<file path="config.mk">
export PLATFORM = sky130hd
export DESIGN_NAME = distinct_prime_divisor_finder
export DESIGN_NICKNAME = d
export VERILOG_FILES = /design/src/sv/dpdf_pkg.sv /design/src/sv/distinct_prime_divisor_finder.sv /design/src/sv/dpdf_divider.sv
export SDC_FILE = /design/constraint.sdc
export NUM_CORES = 1
export LEC_CHECK = 0
export ABC_AREA = 1
export BUFFER_PORTS_ARGS = -buffer_cell sky130_fd_sc_hd__buf_4
export CAP_MARGIN = 25
export CORE_ASPECT_RATIO = 1.2
export CORE_MARGIN = 3
export CORE_UTILIZATION = 60
export DETAILED_ROUTE_END_ITERATION = 16
export PLACE_DENSITY_LB_ADDON = 0.2
export REMOVE_ABC_BUFFERS = 1
export SLEW_MARGIN = 30
export SYNTH_ARGS = -nofsm -noshare
export SYNTH_HDL_FRONTEND = slang
export SYNTH_SLANG_ARGS = --single-unit
</file>
<file path="constraint.sdc">
create_clock -name clock -period 12.55 [get_ports clock]
set_input_delay 1.255 -clock clock [delete_from_list [all_inputs] [get_ports clock]]
set_output_delay 1.255 -clock clock [all_outputs]
set_load 0.05 [all_outputs]
</file>
<file path="src/sv/dpdf_pkg.sv">
package dpdf_pkg;

   localparam int NUMBER_WIDTH = 16;
   localparam int COUNT_WIDTH  = 3;
   localparam int STEP_WIDTH   = (NUMBER_WIDTH > 1) ? $clog2(NUMBER_WIDTH) : 1;

   localparam logic [COUNT_WIDTH-1:0]  MAX_DIVISORS   = COUNT_WIDTH'(6);
   localparam logic [NUMBER_WIDTH-1:0] SMALLEST_PRIME = NUMBER_WIDTH'(2);

   typedef enum logic [3:0] {
      ST_IDLE,
      ST_SQUARE,
      ST_COMPARE,
      ST_DIV_START,
      ST_DIV_WAIT,
      ST_EMIT_DIV,
      ST_NEXT,
      ST_LEFTOVER,
      ST_SUMMARY
   } state_type;

   typedef struct packed {
      logic                    start;
      logic [NUMBER_WIDTH-1:0] dividend;
      logic [NUMBER_WIDTH-1:0] divisor;
   } div_req_type;

   typedef struct packed {
      logic                    done;
      logic [NUMBER_WIDTH-1:0] quotient;
      logic [NUMBER_WIDTH-1:0] remainder;
   } div_rsp_type;

endpackage

</file>
<file path="src/sv/distinct_prime_divisor_finder.sv">
// Each trial candidate p takes a square, a compare and one pass of the shared restoring
// divider, and every extra division strips a found factor; candidates run up to the
// square root of the shrinking number.
// Throughput: one item at a time; req_stall is high from acceptance until the summary is loaded.
// Reset: synchronous, active high; clears the sequencer, the divider and the result valid.
module distinct_prime_divisor_finder (
   input  logic                                  clock,
   input  logic                                  reset,
   input  logic                                  req_valid,
   output logic                                  req_stall,
   input  logic [dpdf_pkg::NUMBER_WIDTH-1:0]     req_number,
   output logic                                  rsp_valid,
   input  logic                                  rsp_stall,
   output logic [dpdf_pkg::NUMBER_WIDTH-1:0]     rsp_divisor,
   output logic [dpdf_pkg::COUNT_WIDTH-1:0]      rsp_divisor_count,
   output logic                                  rsp_number_is_prime,
   output logic                                  rsp_is_summary,
   output logic                                  rsp_last
);
   import dpdf_pkg::*;

   state_type state_ff, state_in;

   // Working registers of the trial division.
   logic [NUMBER_WIDTH-1:0]   number_ff, number_in;
   logic [NUMBER_WIDTH-1:0]   rest_ff, rest_in;
   logic [NUMBER_WIDTH-1:0]   cand_ff, cand_in;
   logic [2*NUMBER_WIDTH-1:0] square_ff, square_in;
   logic [COUNT_WIDTH-1:0]    count_ff, count_in;
   logic                      found_ff, found_in;

   // Output register; it frees the sequencer from the consumer.
   logic                      rsp_valid_ff, rsp_valid_in;
   logic [NUMBER_WIDTH-1:0]   rsp_divisor_ff, rsp_divisor_in;
   logic [COUNT_WIDTH-1:0]    rsp_count_ff, rsp_count_in;
   logic                      rsp_prime_ff, rsp_prime_in;
   logic                      rsp_summary_ff, rsp_summary_in;

   div_req_type div_req;
   div_rsp_type div_rsp;

   logic accept;
   logic slot_free;
   logic has_room;
   logic leftover_ok;

   dpdf_divider u_divider (
      .clock   (clock),
      .reset   (reset),
      .div_req (div_req),
      .div_rsp (div_rsp)
   );

   assign req_stall   = (state_ff != ST_IDLE);
   assign accept      = req_valid && !req_stall;
   assign slot_free   = !rsp_valid_ff || !rsp_stall;
   assign has_room    = (count_ff < MAX_DIVISORS);
   // A leftover factor counts only when it is not the number itself.
   assign leftover_ok = (rest_ff > NUMBER_WIDTH'(1)) && (rest_ff < number_ff) && has_room;

   // Next state.
   always_comb begin
      state_in = state_ff;
      case (state_ff)
         ST_IDLE: begin
            if (accept) state_in = ST_SQUARE;
         end
         ST_SQUARE:    state_in = ST_COMPARE;
         ST_COMPARE: begin
            if (square_ff <= {{NUMBER_WIDTH{1'b0}}, rest_ff}) state_in = ST_DIV_START;
            else state_in = ST_LEFTOVER;
         end
         ST_DIV_START: state_in = ST_DIV_WAIT;
         ST_DIV_WAIT: begin
            if (div_rsp.done) begin
               if (div_rsp.remainder != '0) state_in = ST_NEXT;
               else if (!found_ff && has_room) state_in = ST_EMIT_DIV;
               else state_in = ST_DIV_START;
            end
         end
         ST_EMIT_DIV: begin
            if (slot_free) state_in = ST_DIV_START;
         end
         ST_NEXT:      state_in = ST_SQUARE;
         ST_LEFTOVER: begin
            if (!leftover_ok || slot_free) state_in = ST_SUMMARY;
         end
         ST_SUMMARY: begin
            if (slot_free) state_in = ST_IDLE;
         end
         default:      state_in = ST_IDLE;
      endcase
   end

   // Datapath and outputs of the sequencer.
   always_comb begin
      number_in        = number_ff;
      rest_in          = rest_ff;
      cand_in          = cand_ff;
      square_in        = square_ff;
      count_in         = count_ff;
      found_in         = found_ff;
      div_req.start    = 1'b0;
      div_req.dividend = rest_ff;
      div_req.divisor  = cand_ff;
      rsp_valid_in     = rsp_valid_ff && rsp_stall;
      rsp_divisor_in   = rsp_divisor_ff;
      rsp_count_in     = rsp_count_ff;
      rsp_prime_in     = rsp_prime_ff;
      rsp_summary_in   = rsp_summary_ff;
      case (state_ff)
         ST_IDLE: begin
            if (accept) begin
               number_in = req_number;
               rest_in   = req_number;
               cand_in   = SMALLEST_PRIME;
               count_in  = '0;
               found_in  = 1'b0;
            end
         end
         ST_SQUARE: begin
            square_in = {{NUMBER_WIDTH{1'b0}}, cand_ff} * {{NUMBER_WIDTH{1'b0}}, cand_ff};
         end
         ST_DIV_START: begin
            div_req.start = 1'b1;
         end
         ST_DIV_WAIT: begin
            // Each exact division strips one factor, the first one included, so keep its quotient.
            if (div_rsp.done && div_rsp.remainder == '0) begin
               rest_in  = div_rsp.quotient;
               found_in = 1'b1;
            end
         end
         ST_EMIT_DIV: begin
            if (slot_free) begin
               rsp_valid_in   = 1'b1;
               rsp_divisor_in = cand_ff;
               rsp_count_in   = '0;
               rsp_prime_in   = 1'b0;
               rsp_summary_in = 1'b0;
               count_in       = count_ff + 1'b1;
            end
         end
         ST_NEXT: begin
            cand_in  = cand_ff + 1'b1;
            found_in = 1'b0;
         end
         ST_LEFTOVER: begin
            if (leftover_ok && slot_free) begin
               rsp_valid_in   = 1'b1;
               rsp_divisor_in = rest_ff;
               rsp_count_in   = '0;
               rsp_prime_in   = 1'b0;
               rsp_summary_in = 1'b0;
               count_in       = count_ff + 1'b1;
            end
         end
         ST_SUMMARY: begin
            if (slot_free) begin
               rsp_valid_in   = 1'b1;
               rsp_divisor_in = '0;
               rsp_count_in   = count_ff;
               rsp_prime_in   = (count_ff == '0);
               rsp_summary_in = 1'b1;
            end
         end
         default: begin
         end
      endcase
   end

   always_ff @(posedge clock) begin
      if (reset) begin
         state_ff     <= ST_IDLE;
         rsp_valid_ff <= 1'b0;
      end else begin
         state_ff     <= state_in;
         rsp_valid_ff <= rsp_valid_in;
      end
      number_ff      <= number_in;
      rest_ff        <= rest_in;
      cand_ff        <= cand_in;
      square_ff      <= square_in;
      count_ff       <= count_in;
      found_ff       <= found_in;
      rsp_divisor_ff <= rsp_divisor_in;
      rsp_count_ff   <= rsp_count_in;
      rsp_prime_ff   <= rsp_prime_in;
      rsp_summary_ff <= rsp_summary_in;
   end

   assign rsp_valid           = rsp_valid_ff;
   assign rsp_divisor         = rsp_divisor_ff;
   assign rsp_divisor_count   = rsp_count_ff;
   assign rsp_number_is_prime = rsp_prime_ff;
   assign rsp_is_summary      = rsp_summary_ff;
   assign rsp_last            = rsp_summary_ff;

endmodule

</file>
<file path="src/sv/dpdf_divider.sv">
module dpdf_divider (
   input  logic                 clock,
   input  logic                 reset,
   input  dpdf_pkg::div_req_type div_req,
   output dpdf_pkg::div_rsp_type div_rsp
);
   import dpdf_pkg::*;

   logic                    busy_ff, busy_in;
   logic                    done_ff, done_in;
   logic [STEP_WIDTH-1:0]   step_ff, step_in;
   logic [NUMBER_WIDTH-1:0] rem_ff, rem_in;
   logic [NUMBER_WIDTH-1:0] quo_ff, quo_in;
   logic [NUMBER_WIDTH-1:0] den_ff, den_in;
   logic [NUMBER_WIDTH:0]   shifted;
   logic [NUMBER_WIDTH:0]   trial;

   // One quotient bit per cycle, restoring style; the dividend shifts out of quo_ff.
   always_comb begin
      shifted = {rem_ff, quo_ff[NUMBER_WIDTH-1]};
      trial   = shifted - {1'b0, den_ff};
      busy_in = busy_ff;
      done_in = 1'b0;
      step_in = step_ff;
      rem_in  = rem_ff;
      quo_in  = quo_ff;
      den_in  = den_ff;
      if (div_req.start) begin
         busy_in = 1'b1;
         step_in = STEP_WIDTH'(NUMBER_WIDTH - 1);
         rem_in  = '0;
         quo_in  = div_req.dividend;
         den_in  = div_req.divisor;
      end else if (busy_ff) begin
         if (!trial[NUMBER_WIDTH]) begin
            rem_in = trial[NUMBER_WIDTH-1:0];
            quo_in = {quo_ff[NUMBER_WIDTH-2:0], 1'b1};
         end else begin
            rem_in = shifted[NUMBER_WIDTH-1:0];
            quo_in = {quo_ff[NUMBER_WIDTH-2:0], 1'b0};
         end
         if (step_ff == '0) begin
            busy_in = 1'b0;
            done_in = 1'b1;
         end else begin
            step_in = step_ff - 1'b1;
         end
      end
   end

   always_ff @(posedge clock) begin
      if (reset) begin
         busy_ff <= 1'b0;
         done_ff <= 1'b0;
      end else begin
         busy_ff <= busy_in;
         done_ff <= done_in;
      end
      step_ff <= step_in;
      rem_ff  <= rem_in;
      quo_ff  <= quo_in;
      den_ff  <= den_in;
   end

   assign div_rsp.done      = done_ff;
   assign div_rsp.quotient  = quo_ff;
   assign div_rsp.remainder = rem_ff;

endmodule
</file>
======== Yosys cells after proc, flatten, opt, wreduce, memory -nomap -nowiden ========
Index checks and enable logic that the tools add are counted.
word-level totals
  flip-flop bits (word level) ............. 164
  bits in latches ......................... 0
  bits in writable memories ............... 0
  memory bits (read-only) ................. 0
  bits of input ports ..................... 20
  output and inout bits ................... 24
  logic and storage cells ................. 127
  memories kept ........................... 0
operators by class
  $add $sub $neg .......................... 4
  $mul .................................... 1
  divide/modulo/power cells ............... 0
  order comparisons ....................... 4
  equal/unequal tests ..................... 15
  shift-type cells ........................ 0
  mux-type cells .......................... 47
  bitwise logic cells ..................... 2
  reductions and logical operators ........ 36
operator list
  operator                                                         number
  2-to-1 mux 16 bit                                                9
  one-hot mux 16 bit (2 select lines)                              2
  one-hot mux 16 bit (3 select lines)                              1
  one-hot mux 4 bit (9 select lines)                               1
  less-or-equal comparator 32 x 16 -> 1 bit                        1
  multiplier 16 x 16 -> 32 bit                                     1
  2-to-1 mux 3 bit                                                 9
  2-to-1 mux 4 bit                                                 5
  one-hot mux 3 bit (3 select lines)                               2
  subtractor 17 x 16 -> 17 bit                                     1
  adder 16 x 1 -> 16 bit (second input constant)                   1
  equality test 4 x 3 -> 1 bit (second input constant)             4
  greater-than comparator 16 x 1 -> 1 bit (second input constant)  1
  zero test 16 bit                                                 1
  less-than comparator 16 bit                                      1
  nonzero test 16 bit                                              1
  2-to-1 mux 1 bit                                                 14
  inequality test 2 bit (second input constant)                    6
  one-hot mux 1 bit (3 select lines)                               3
  nonzero test 3 bit                                               3
  equality test 4 x 2 -> 1 bit (second input constant)             2
  zero test 4 bit                                                  2
  AND reduction 4 bit                                              2
  logical AND 1 bit                                                7
  18 further kinds                                                 29

======== Longest topological paths before layout ========
Gate-level depths: netlist (run 1).
  word-level depth ........................ 7
  mapped depth ............................ 26
  gate-level depth less buffers ........... 24

======== Hierarchy ========
Synthesis (run 1) repeated with hierarchy kept, for this count alone.
unflattened totals
  cells, all modules ...................... 1,942
  area, all modules ....................... 16,138.0 sq um
by module, submodules not included
  module                         instances  cells each  area an instance (sq um)  sequential area each (sq um)
  distinct_prime_divisor_finder  1          1,477       12,856.1                  3,223.1
  dpdf_divider                   1          465         3,281.9                   1,401.3

======== Worst setup path before layout (run 1) ========
No wires, ideal clock.
  kind .................................... flip-flop to flip-flop
  start point ............................. reg cand_ff[4]
  end point ............................... reg square_ff[26] (data pin)
  library setup time ...................... 0.259 ns
  arrival ................................. 5.515 ns
  data required time ...................... 12.291 ns
  slack ................................... 6.777 ns
  stages on the path, launching flop included .. 21
  buffers on the path ..................... 2
  clock period less this slack ............ 5.773 ns
  cell sequence ........................... edfxtp_1 -> clkbuf_1 -> buf_1 -> nand2_1 -> fa_1 -> inv_1 -> fa_1 -> fa_1 -> fa_1 -> fa_1 -> inv_1 -> fa_1 -> inv_1 -> ha_1 -> a21oi_1 -> o21ai_0 -> o21bai_1 -> a21o_1 -> nand2_1 -> nand2_1 -> xor2_1
between the ends
  cells in the longest elaborated chain, start to end .. 1
RTL lines
  element                       RTL line                              text
  start, declared               distinct_prime_divisor_finder.sv:27   logic [NUMBER_WIDTH-1:0] cand_ff, cand_in;
  start signal, assigned        distinct_prime_divisor_finder.sv:182  cand_ff <= cand_in;
  multiplier 16 x 16 -> 32 bit  distinct_prime_divisor_finder.sv:122  square_in = {{NUMBER_WIDTH{1'b0}}, cand_ff} * {{NUMBER_WIDTH{1'b0}}, cand_ff};
  end signal, assigned          distinct_prime_divisor_finder.sv:183  square_ff <= square_in;
  end, declared                 distinct_prime_divisor_finder.sv:28   logic [2*NUMBER_WIDTH-1:0] square_ff, square_in;
No other way between the ends.
A chain may end at the register's enable or synchronous reset.

======== Worst setup path after layout (run 1) ========
  start point ............................. reg cand_ff[7]
  end point ............................... reg square_ff[25] (data pin)
Same word-level chain as after synthesis.

==> results of run 1 <==
-- worst register-to-register path: stages (launching register included) --
cell	delay, ns
edfxtp_1	0.91
inv_1	0.35
fa_1	0.61
inv_1	0.06
fa_1	0.52
inv_1	0.05
fa_1	0.47
inv_1	0.05
fa_1	0.50
fa_1	0.55
inv_1	0.05
fa_1	0.53
inv_1	0.04
ha_1	0.35
nand2_1	0.11
inv_1	0.10
nand2_1	0.07
nor3_1	0.25
nand4_1	0.16
nand3_1	0.18
a21oi_1	0.10
xnor2_1	0.12
-- layout make-up --
cell class | count | share of cell area (%)
clock buffer | 20 | 2.88
clock inverter | 12 | 0.508
inverter | 460 | 10.2
multi-input combinational | 1165 | 54.6
sequential | 163 | 27.2
tap | 330 | 2.43
timing repair buffer | 49 | 2.17
-- synthesized netlist by cell type, drive strengths merged --
cell type	n
fa	165
inv	459
a211oi	4
or2	5
o31ai	1
o21ai	63
a21oi	76
o21a	4
xnor2	21
a31o	1
buf	12
edfxtp	136
nor4	4
o22ai	15
nand2	394
a31oi	4
o21bai	7
nand4	17
o211ai	1
ha	152
clkinv	1
a21o	12
xor2	31
nor2	110
clkbuf	35
dfxtp	27
nand3b	3
o2111ai	2
a221oi	1
nor3	15
nand3	57
-- flip-flops by register name, summed over array words and instances (netlist names), 16 cells and up --
name,cells
cand_ff,16
number_ff,16
rest_ff,16
rsp_divisor,16
square_ff,31
u_divider.den_ff,16
u_divider.quo_ff,16
u_divider.rem_ff,16
-- routing by layer --
metal	vias to the layer above	global-route usage, %
li1	5708	-
met5	-	0
met1	5794	30.9
met4	0	12.7
met3	99	3.74
met2	358	49.4
-- stage by stage --
step / area (sq um) / hold slack, ns
final: 17000 / 0.475
after floorplan: 15600 / 0.442
after detailed placement: 16400 / 0.464
after CTS: 17000 / 0.478
after global placement: 16400 / 0.458
after global routing: 17000 / 0.493
-- cell families (layout without fill, tap and decap cells) --
kind of cell	after synthesis	count (layout)	synth area share [%]
AO/OA/AOI/OAI	191	191	6.86
AND/OR/NAND/NOR	605	605	15.9
XOR/XNOR	52	52	2.88
adder cells (fa/ha/maj)	317	317	32.9
buffers and inverters	507	541	12.2
flip-flops	163	163	29.2
-- worst max-delay path by stage --
stage | startpoint | to | slack [ns] | cells after the start
2_1_floorplan | cand_ff[4]$_SDFFCE_PN0P_ | square_ff[26]$_DFFE_PP_ | 7.03 | 18
3_3_place_gp | cand_ff[7]$_SDFFCE_PN0P_ | square_ff[25]$_DFFE_PP_ | 6.23 | 21
3_5_place_dp | cand_ff[7]$_SDFFCE_PN0P_ | square_ff[25]$_DFFE_PP_ | 6.25 | 21
4_1_cts | cand_ff[7]$_SDFFCE_PN0P_ | square_ff[25]$_DFFE_PP_ | 6.25 | 21
5_1_grt | cand_ff[4]$_SDFFCE_PN0P_ | square_ff[28]$_DFFE_PP_ | 5.89 | 20
6_report | cand_ff[7]$_SDFFCE_PN0P_ | square_ff[25]$_DFFE_PP_ | 6.16 | 21
==> impl_summary.txt, run 1 <==
----------------------------------------------------
[Critical path]
  Critical path peak fanout ... 18
  Slowest cell on the critical path ... edfxtp_1
  Crit Path Category ... reg2reg
  Kind of cell adding the most delay to the critical path ... adder cells
  Series of cell instances along the critical path ... inv_1 -> fa_1 -> inv_1 -> fa_1 -> inv_1 -> fa_1 -> inv_1 -> fa_1 -> fa_1 -> inv_1 -> fa_1 -> inv_1 -> ha_1 -> nand2_1 -> inv_1 -> nand2_1 -> nor3_1 -> nand4_1 -> nand3_1 -> a21oi_1 -> xnor2_1
  Slowest cell delay on critical path ... 0.91 ns
  Capture instance of the worst register-to-register path ... square_ff[25]$_DFFE_PP_
  CP Data Required Time ... 12.76 ns
  Startpoint of the worst register-to-register path ... cand_ff[7]$_SDFFCE_PN0P_
  Register-to-register setup slack ... 6.16 ns
  Worst Reg2Reg Path Length in Cells ... 21
  Critical Path Sink Type ... flip-flop
  Number of buffer and inverter stages on the critical path ... 7
  Startpoint type of the worst setup path ... flip-flop
  Top cell by count, worst path ... inv_1
  Data arrival, critical path ... 6.60 ns

[Drt]
  Total vias in the final route ... 11,959
  DRT met1 WL ... 14.0 mm
  Drc violations ... 0
  DRT Wirelength ... 36.6 mm
  Average wire per standard cell ... 16.6 um
  Top metal layer carrying routed signals ... met4
  Initial detailed-routing violation count ... 775
  ANT nets after route ... 0
  Number of detailed-routing iterations run before antenna repair ... 5
  Met2 routed wirelength ... 19.2 mm
  Average via count per standard cell ... 5.44
  Routed length on met3 ... 1.72 mm

[Die]
  Core area ... 25,700 sq um
  Die area ... 28,400 sq um
  Height of the chip ... 184 um
  Floorplan die width ... 154 um
  Effective utilization at floorplan ... 61.6%
  Number of top-level pins ... 44
  Row count ... 64

[Logic synthesis]
  Proportion of netlist area held by the largest area contributor ... 25.8%
  Syn. warnings ... 0
  Mapped Cells ... 1,835
  Synthesis-stage register bit count ... 163
  Portion of the post-synthesis area used by sequential elements ... 29.2%
  Area contributors post-synth ... edfxtp_1 (26%), fa_1 (21%), ha_1 (12%)
  Mapped Area ... 15,800 sq um
  Synth unique cells ... 49
  Post-synth top area cell ... edfxtp_1
  Post-Syn Area per Cell ... 8.62 sq um

[Worst hold path]
  Class of the tightest hold or removal check ... reg2reg
  Hold-critical path depth ... 2
  Capture endpoint of the worst hold path ... u_divider.rem_ff[6]$_SDFFE_PP0P_
  Worst hold start ... u_divider.rem_ff[6]$_SDFFE_PP0P_

[Cells and area]
  Share of the core filled with cells ... 66.1%
  Area growth from synthesis to final layout ... 7.34%
  Fraction of final layout cells sized beyond drive strength 1 ... 6.37%
  Area of combinational cells with multiple inputs ... 9280 sq um
  Total inserted antenna cells ... 0
  Commonest non-fill, non-tap cells in the layout ... inv_1 (450), nand2_1 (388), fa_1 (165)
  Final nets ... 2,193
  Cell Count, Final, Fillers Out ... 2,199
  # fillers ... 2,122
  Most common cell after layout, fill and taps aside ... inv_1
  Sequential Area ... 4620 sq um

[Timing]
  Headroom to the max-slew limit ... 36.2%
  Share of the cycle needed by the critical path after routing ... 50.9%
  Final Slew Violations ... 0
  Measured slew at the worst slew-check pin ... 0.958 ns
  Clock tree skew after final layout ... 0.0161 ns
  Number of setup violations in the final report ... 0
  Final setup TNS ... 0 ns
  Unrepaired setup endpoints after global routing ... false
  Time the worst path needs with I/O delays and setup ... 6.39 ns
  Final Hold Viols ... 0
  Slack of the critical path ... 6.16 ns
  Upper clock frequency limit ... 0.156 GHz

[Place]
  Number of buffers inserted by port buffering ... 43
  HPWL after detailed placement ... 29.2 mm
  Pre-CTS setup slack ... 6.25 ns
  Instance count after placement with tap cells included ... 2,167
  Weighted congestion at the end of routability-driven global placement ... 0.950

[GRT]
  Remaining global-route overflow ... 0
  Number of global-route vias before repair ... 12,483
  Aggregate global-route resource usage ... 26.9%
  Antenna violations before repair ... 0
  Pin count of the biggest net entering global routing ... 52
  Global-route wire length before repair ... 60.6 mm

[Run]
  # Max-Cap Violations ... 0

[Clock network]
  Setup fix buffers added after clock tree synthesis ... 0
  Clock-pin slew on the worst setup and hold paths ... 0.07 ns
  Quantity of hold-fixing buffers added after cts ... 0
  Sinks on Clock Net ... 163
  CTS Buffer Depth ... 2
  Clock root buffer master ... clkbuf_16
  Clock tree from TritonCTS ... yes
  CTS Buf Count ... 17
  Post-cts resize count ... 0
  Clock latency reported for the late side of the worst-skew pair ... 0.45 ns
  Depth of the CTS H-tree ... 4

[Status]
  Outcome ... finished clean

----------------------------------------------------
Power of run 1 is left out: the tool's default activity adds up to more than one toggle a clock period on the data nets, which glitch-free logic cannot reach.
==> run 2: changes to the inputs <==
clock period = 5.9 ns   (was 12.55 ns; I/O delays follow)
==> run 2 against run 1 <==
Global-route usage is essentially flat. Sequential share of layout area down 0.90 points. Die area unchanged. Critical path type unchanged. Largest cell class unchanged.
==> impl_summary.txt, run 2 (synthesis results as in run 1) <==
----------------------------------------------------
[Timing]
  Final Hold Viols ... 0 (unchanged)
  Time the worst path needs with I/O delays and setup ... 5.71 ns (-0.685 ns)
  Upper clock frequency limit ... 0.175 GHz (+12%)
  Slack of the critical path ... 0.194 ns (-5.97 ns)
  Headroom to the max-slew limit ... 45.4% (+9.2 points)
  Measured slew at the worst slew-check pin ... 0.818 ns (-0.140 ns)
  Unrepaired setup endpoints after global routing ... true
  Final Slew Violations ... 0 (unchanged)
  Clock tree skew after final layout ... 0.0115 ns (-0.00461 ns)
  Share of the cycle needed by the critical path after routing ... 96.7% (+46 points)
  Number of setup violations in the final report ... 0 (unchanged)
  Final hold slack ... 0.342 ns (-0.133 ns)

[Worst hold path]
  Capture endpoint of the worst hold path ... number_ff[11]$_DFFE_PP_
  Worst hold start ... req_number[11]
  Class of the tightest hold or removal check ... in2reg
  Hold-critical path depth ... 1 (-1)

[Die]
  Floorplan die width ... 154 um (unchanged)
  Height of the chip ... 184 um (unchanged)
  Core area ... 25,700 sq um (unchanged)
  Die area ... 28,400 sq um (unchanged)
  Effective utilization at floorplan ... 61.6% (unchanged)
  Number of top-level pins ... 44 (unchanged)
  Row count ... 64 (unchanged)

[Clock network]
  Clock tree from TritonCTS ... yes
  Sinks on Clock Net ... 163 (unchanged)
  Clock latency reported for the late side of the worst-skew pair ... 0.44 ns (about the same)
  Depth of the CTS H-tree ... 4 (unchanged)
  Clock-pin slew on the worst setup and hold paths ... 0.06 ns (about the same)
  Quantity of hold-fixing buffers added after cts ... 0 (unchanged)
  CTS Buf Count ... 17 (unchanged)
  Clock root buffer master ... clkbuf_16
  CTS Buffer Depth ... 2 (unchanged)

[Drt]
  Average wire per standard cell ... 16.4 um (-1.4%)
  Number of detailed-routing iterations run before antenna repair ... 5 (unchanged)
  Total vias in the final route ... 12,119 (+1.3%)
  Average via count per standard cell ... 5.39 (-0.83%)
  Drc violations ... 0 (unchanged)
  ANT nets after route ... 0 (unchanged)
  DRT Wirelength ... 36.9 mm (+0.76%)
  Initial detailed-routing violation count ... 876 (+13%)

[Critical path]
  Number of buffer and inverter stages on the critical path ... 7 (unchanged)
  Critical path peak fanout ... 5 (-13)
  Series of cell instances along the critical path ... buf_4 -> nand2_1 -> inv_1 -> fa_1 -> inv_1 -> fa_1 -> inv_1 -> fa_1 -> fa_1 -> fa_1 -> inv_1 -> fa_1 -> inv_1 -> ha_2 -> nand2_2 -> inv_1 -> a21oi_2 -> nand3_2 -> a21o_1 -> nand2_1 -> nand2_1 -> xor2_1
  Kind of cell adding the most delay to the critical path ... adder cells
  Startpoint of the worst register-to-register path ... cand_ff[2]$_SDFFCE_PN0P_
  Data arrival, critical path ... 5.89 ns (-0.71 ns)
  Crit Path Category ... reg2reg
  Worst Reg2Reg Path Length in Cells ... 22 (+4.8%)
  CP Data Required Time ... 6.08 ns (-6.68 ns)
  Slowest cell delay on critical path ... 0.56 ns (-0.35 ns)
  Capture instance of the worst register-to-register path ... square_ff[26]$_DFFE_PP_
  Critical Path Sink Type ... flip-flop
  Startpoint type of the worst setup path ... flip-flop
  Startpoint of the most critical setup path ... cand_ff[2]$_SDFFCE_PN0P_
  Slowest cell on the critical path ... edfxtp_1
  Register-to-register setup slack ... 0.19 ns (-5.97 ns)

[Cells and area]
  Area growth from synthesis to final layout ... 11.0%
  Cell Count, Final, Fillers Out ... 2,247 (+2.2%)
  Commonest non-fill, non-tap cells in the layout ... inv_1 (450), nand2_1 (384), fa_1 (165)
  Largest register FFs ... 31 (unchanged)
  Final nets ... 2,240 (+2.1%)
  Most flops, register ... square_ff
  Most common cell after layout, fill and taps aside ... inv_1
  Final instance area ... 17,600 sq um (+3.4%)
  Fraction of final layout cells sized beyond drive strength 1 ... 10.2% (+3.9 points)

[GRT]
  Remaining global-route overflow ... 0 (unchanged)
  Number of global-route vias before repair ... 12,641 (+1.3%)
  Aggregate global-route resource usage ... 26.9% (about the same)
  Global-route wire length before repair ... 60.6 mm (unchanged)
  Antenna violations before repair ... 1 (+1)
  Pin count of the biggest net entering global routing ... 52 (unchanged)

[Place]
  Pre-CTS setup slack ... 0.0289 ns (-6.23 ns)
  Number of buffers inserted by port buffering ... 43 (unchanged)
  Instance count after placement with tap cells included ... 2,198 (+1.4%)
  Weighted congestion at the end of routability-driven global placement ... 0.942 (-0.93%)
  Placed standard-cell area ... 16,700 sq um (+1.7%)
  HPWL after detailed placement ... 29.8 mm (+2.0%)

[Status]
  Outcome ... finished clean

[Run]
  # Max-Cap Violations ... 0 (unchanged)

----------------------------------------------------
run 2: changes by cell type in the layout (fill, tap and decap cells not counted), moves of 5 or more:
cell,delta
buf_4,+39
a21oi_1,-9
a21oi_2,+9
ha_1,-9
buf_12,+5
ha_2,+5
run 2: final cells by class:
| class | count | area, sq um |
|---|---|---|
| fillers | 2046 | 8130 |
| multi-input cells | 1165 | 9440 |
| clock buffers | 22 | 464 |
| flip-flops and latches | 163 | 4620 |
| inverters | 460 | 1730 |
| well taps | 330 | 413 |
| diodes | 1 | 2.50 |
| repair buffers | 96 | 776 |
| clock inverters | 10 | 121 |
run 2: worst max-delay path by stage:
stage	slack, ns	endpoint	depth (start not counted)
final	0.19	square_ff[26]$_DFFE_PP_	22
after global routing	-0.06	square_ff[26]$_DFFE_PP_	23
after CTS	0.02	square_ff[29]$_DFFE_PP_	20
after detailed placement	0.03	square_ff[29]$_DFFE_PP_	21
after global placement	0.10	square_ff[26]$_DFFE_PP_	20
after floorplan	0.38	square_ff[26]$_DFFE_PP_	18
run 2: routing by layer:
layer	up-vias	GRT usage, %	part of all wire (%)
li1	5812	-	-
met1	5809	31.2	38
met4	2	11.2	4.0
met2	394	49.0	52
met3	102	4.64	5.3
met5	-	0	0.035
run 2: worst reg2reg max path, stage by stage, from the launching register on:
cell and delay [ns]:
edfxtp_1 0.56, buf_4 0.23, nand2_1 0.09, inv_1 0.07, fa_1 0.50, inv_1 0.05
fa_1 0.47, inv_1 0.06, fa_1 0.52, fa_1 0.44, fa_1 0.55, inv_1 0.06
fa_1 0.53, inv_1 0.04, ha_2 0.31, nand2_2 0.11, inv_1 0.07, a21oi_2 0.16
nand3_2 0.16, a21o_1 0.22, nand2_1 0.06, nand2_1 0.06, xor2_1 0.14
run 2: repair_timing:
item	in CTS	in global routing
endpoints found under the setup margin	0	14
buffers inserted	0	16
resized for setup	0	36
run 2: per-stage QoR:
stage               setup TNS (ns)  util, %
floorplan                        0        -
global placement                 0     64.9
detailed placement               0     64.9
CTS                              0     67.2
global route               -0.0946     68.3
finish                           0     68.4
Power of run 2 is left out for the same reason.
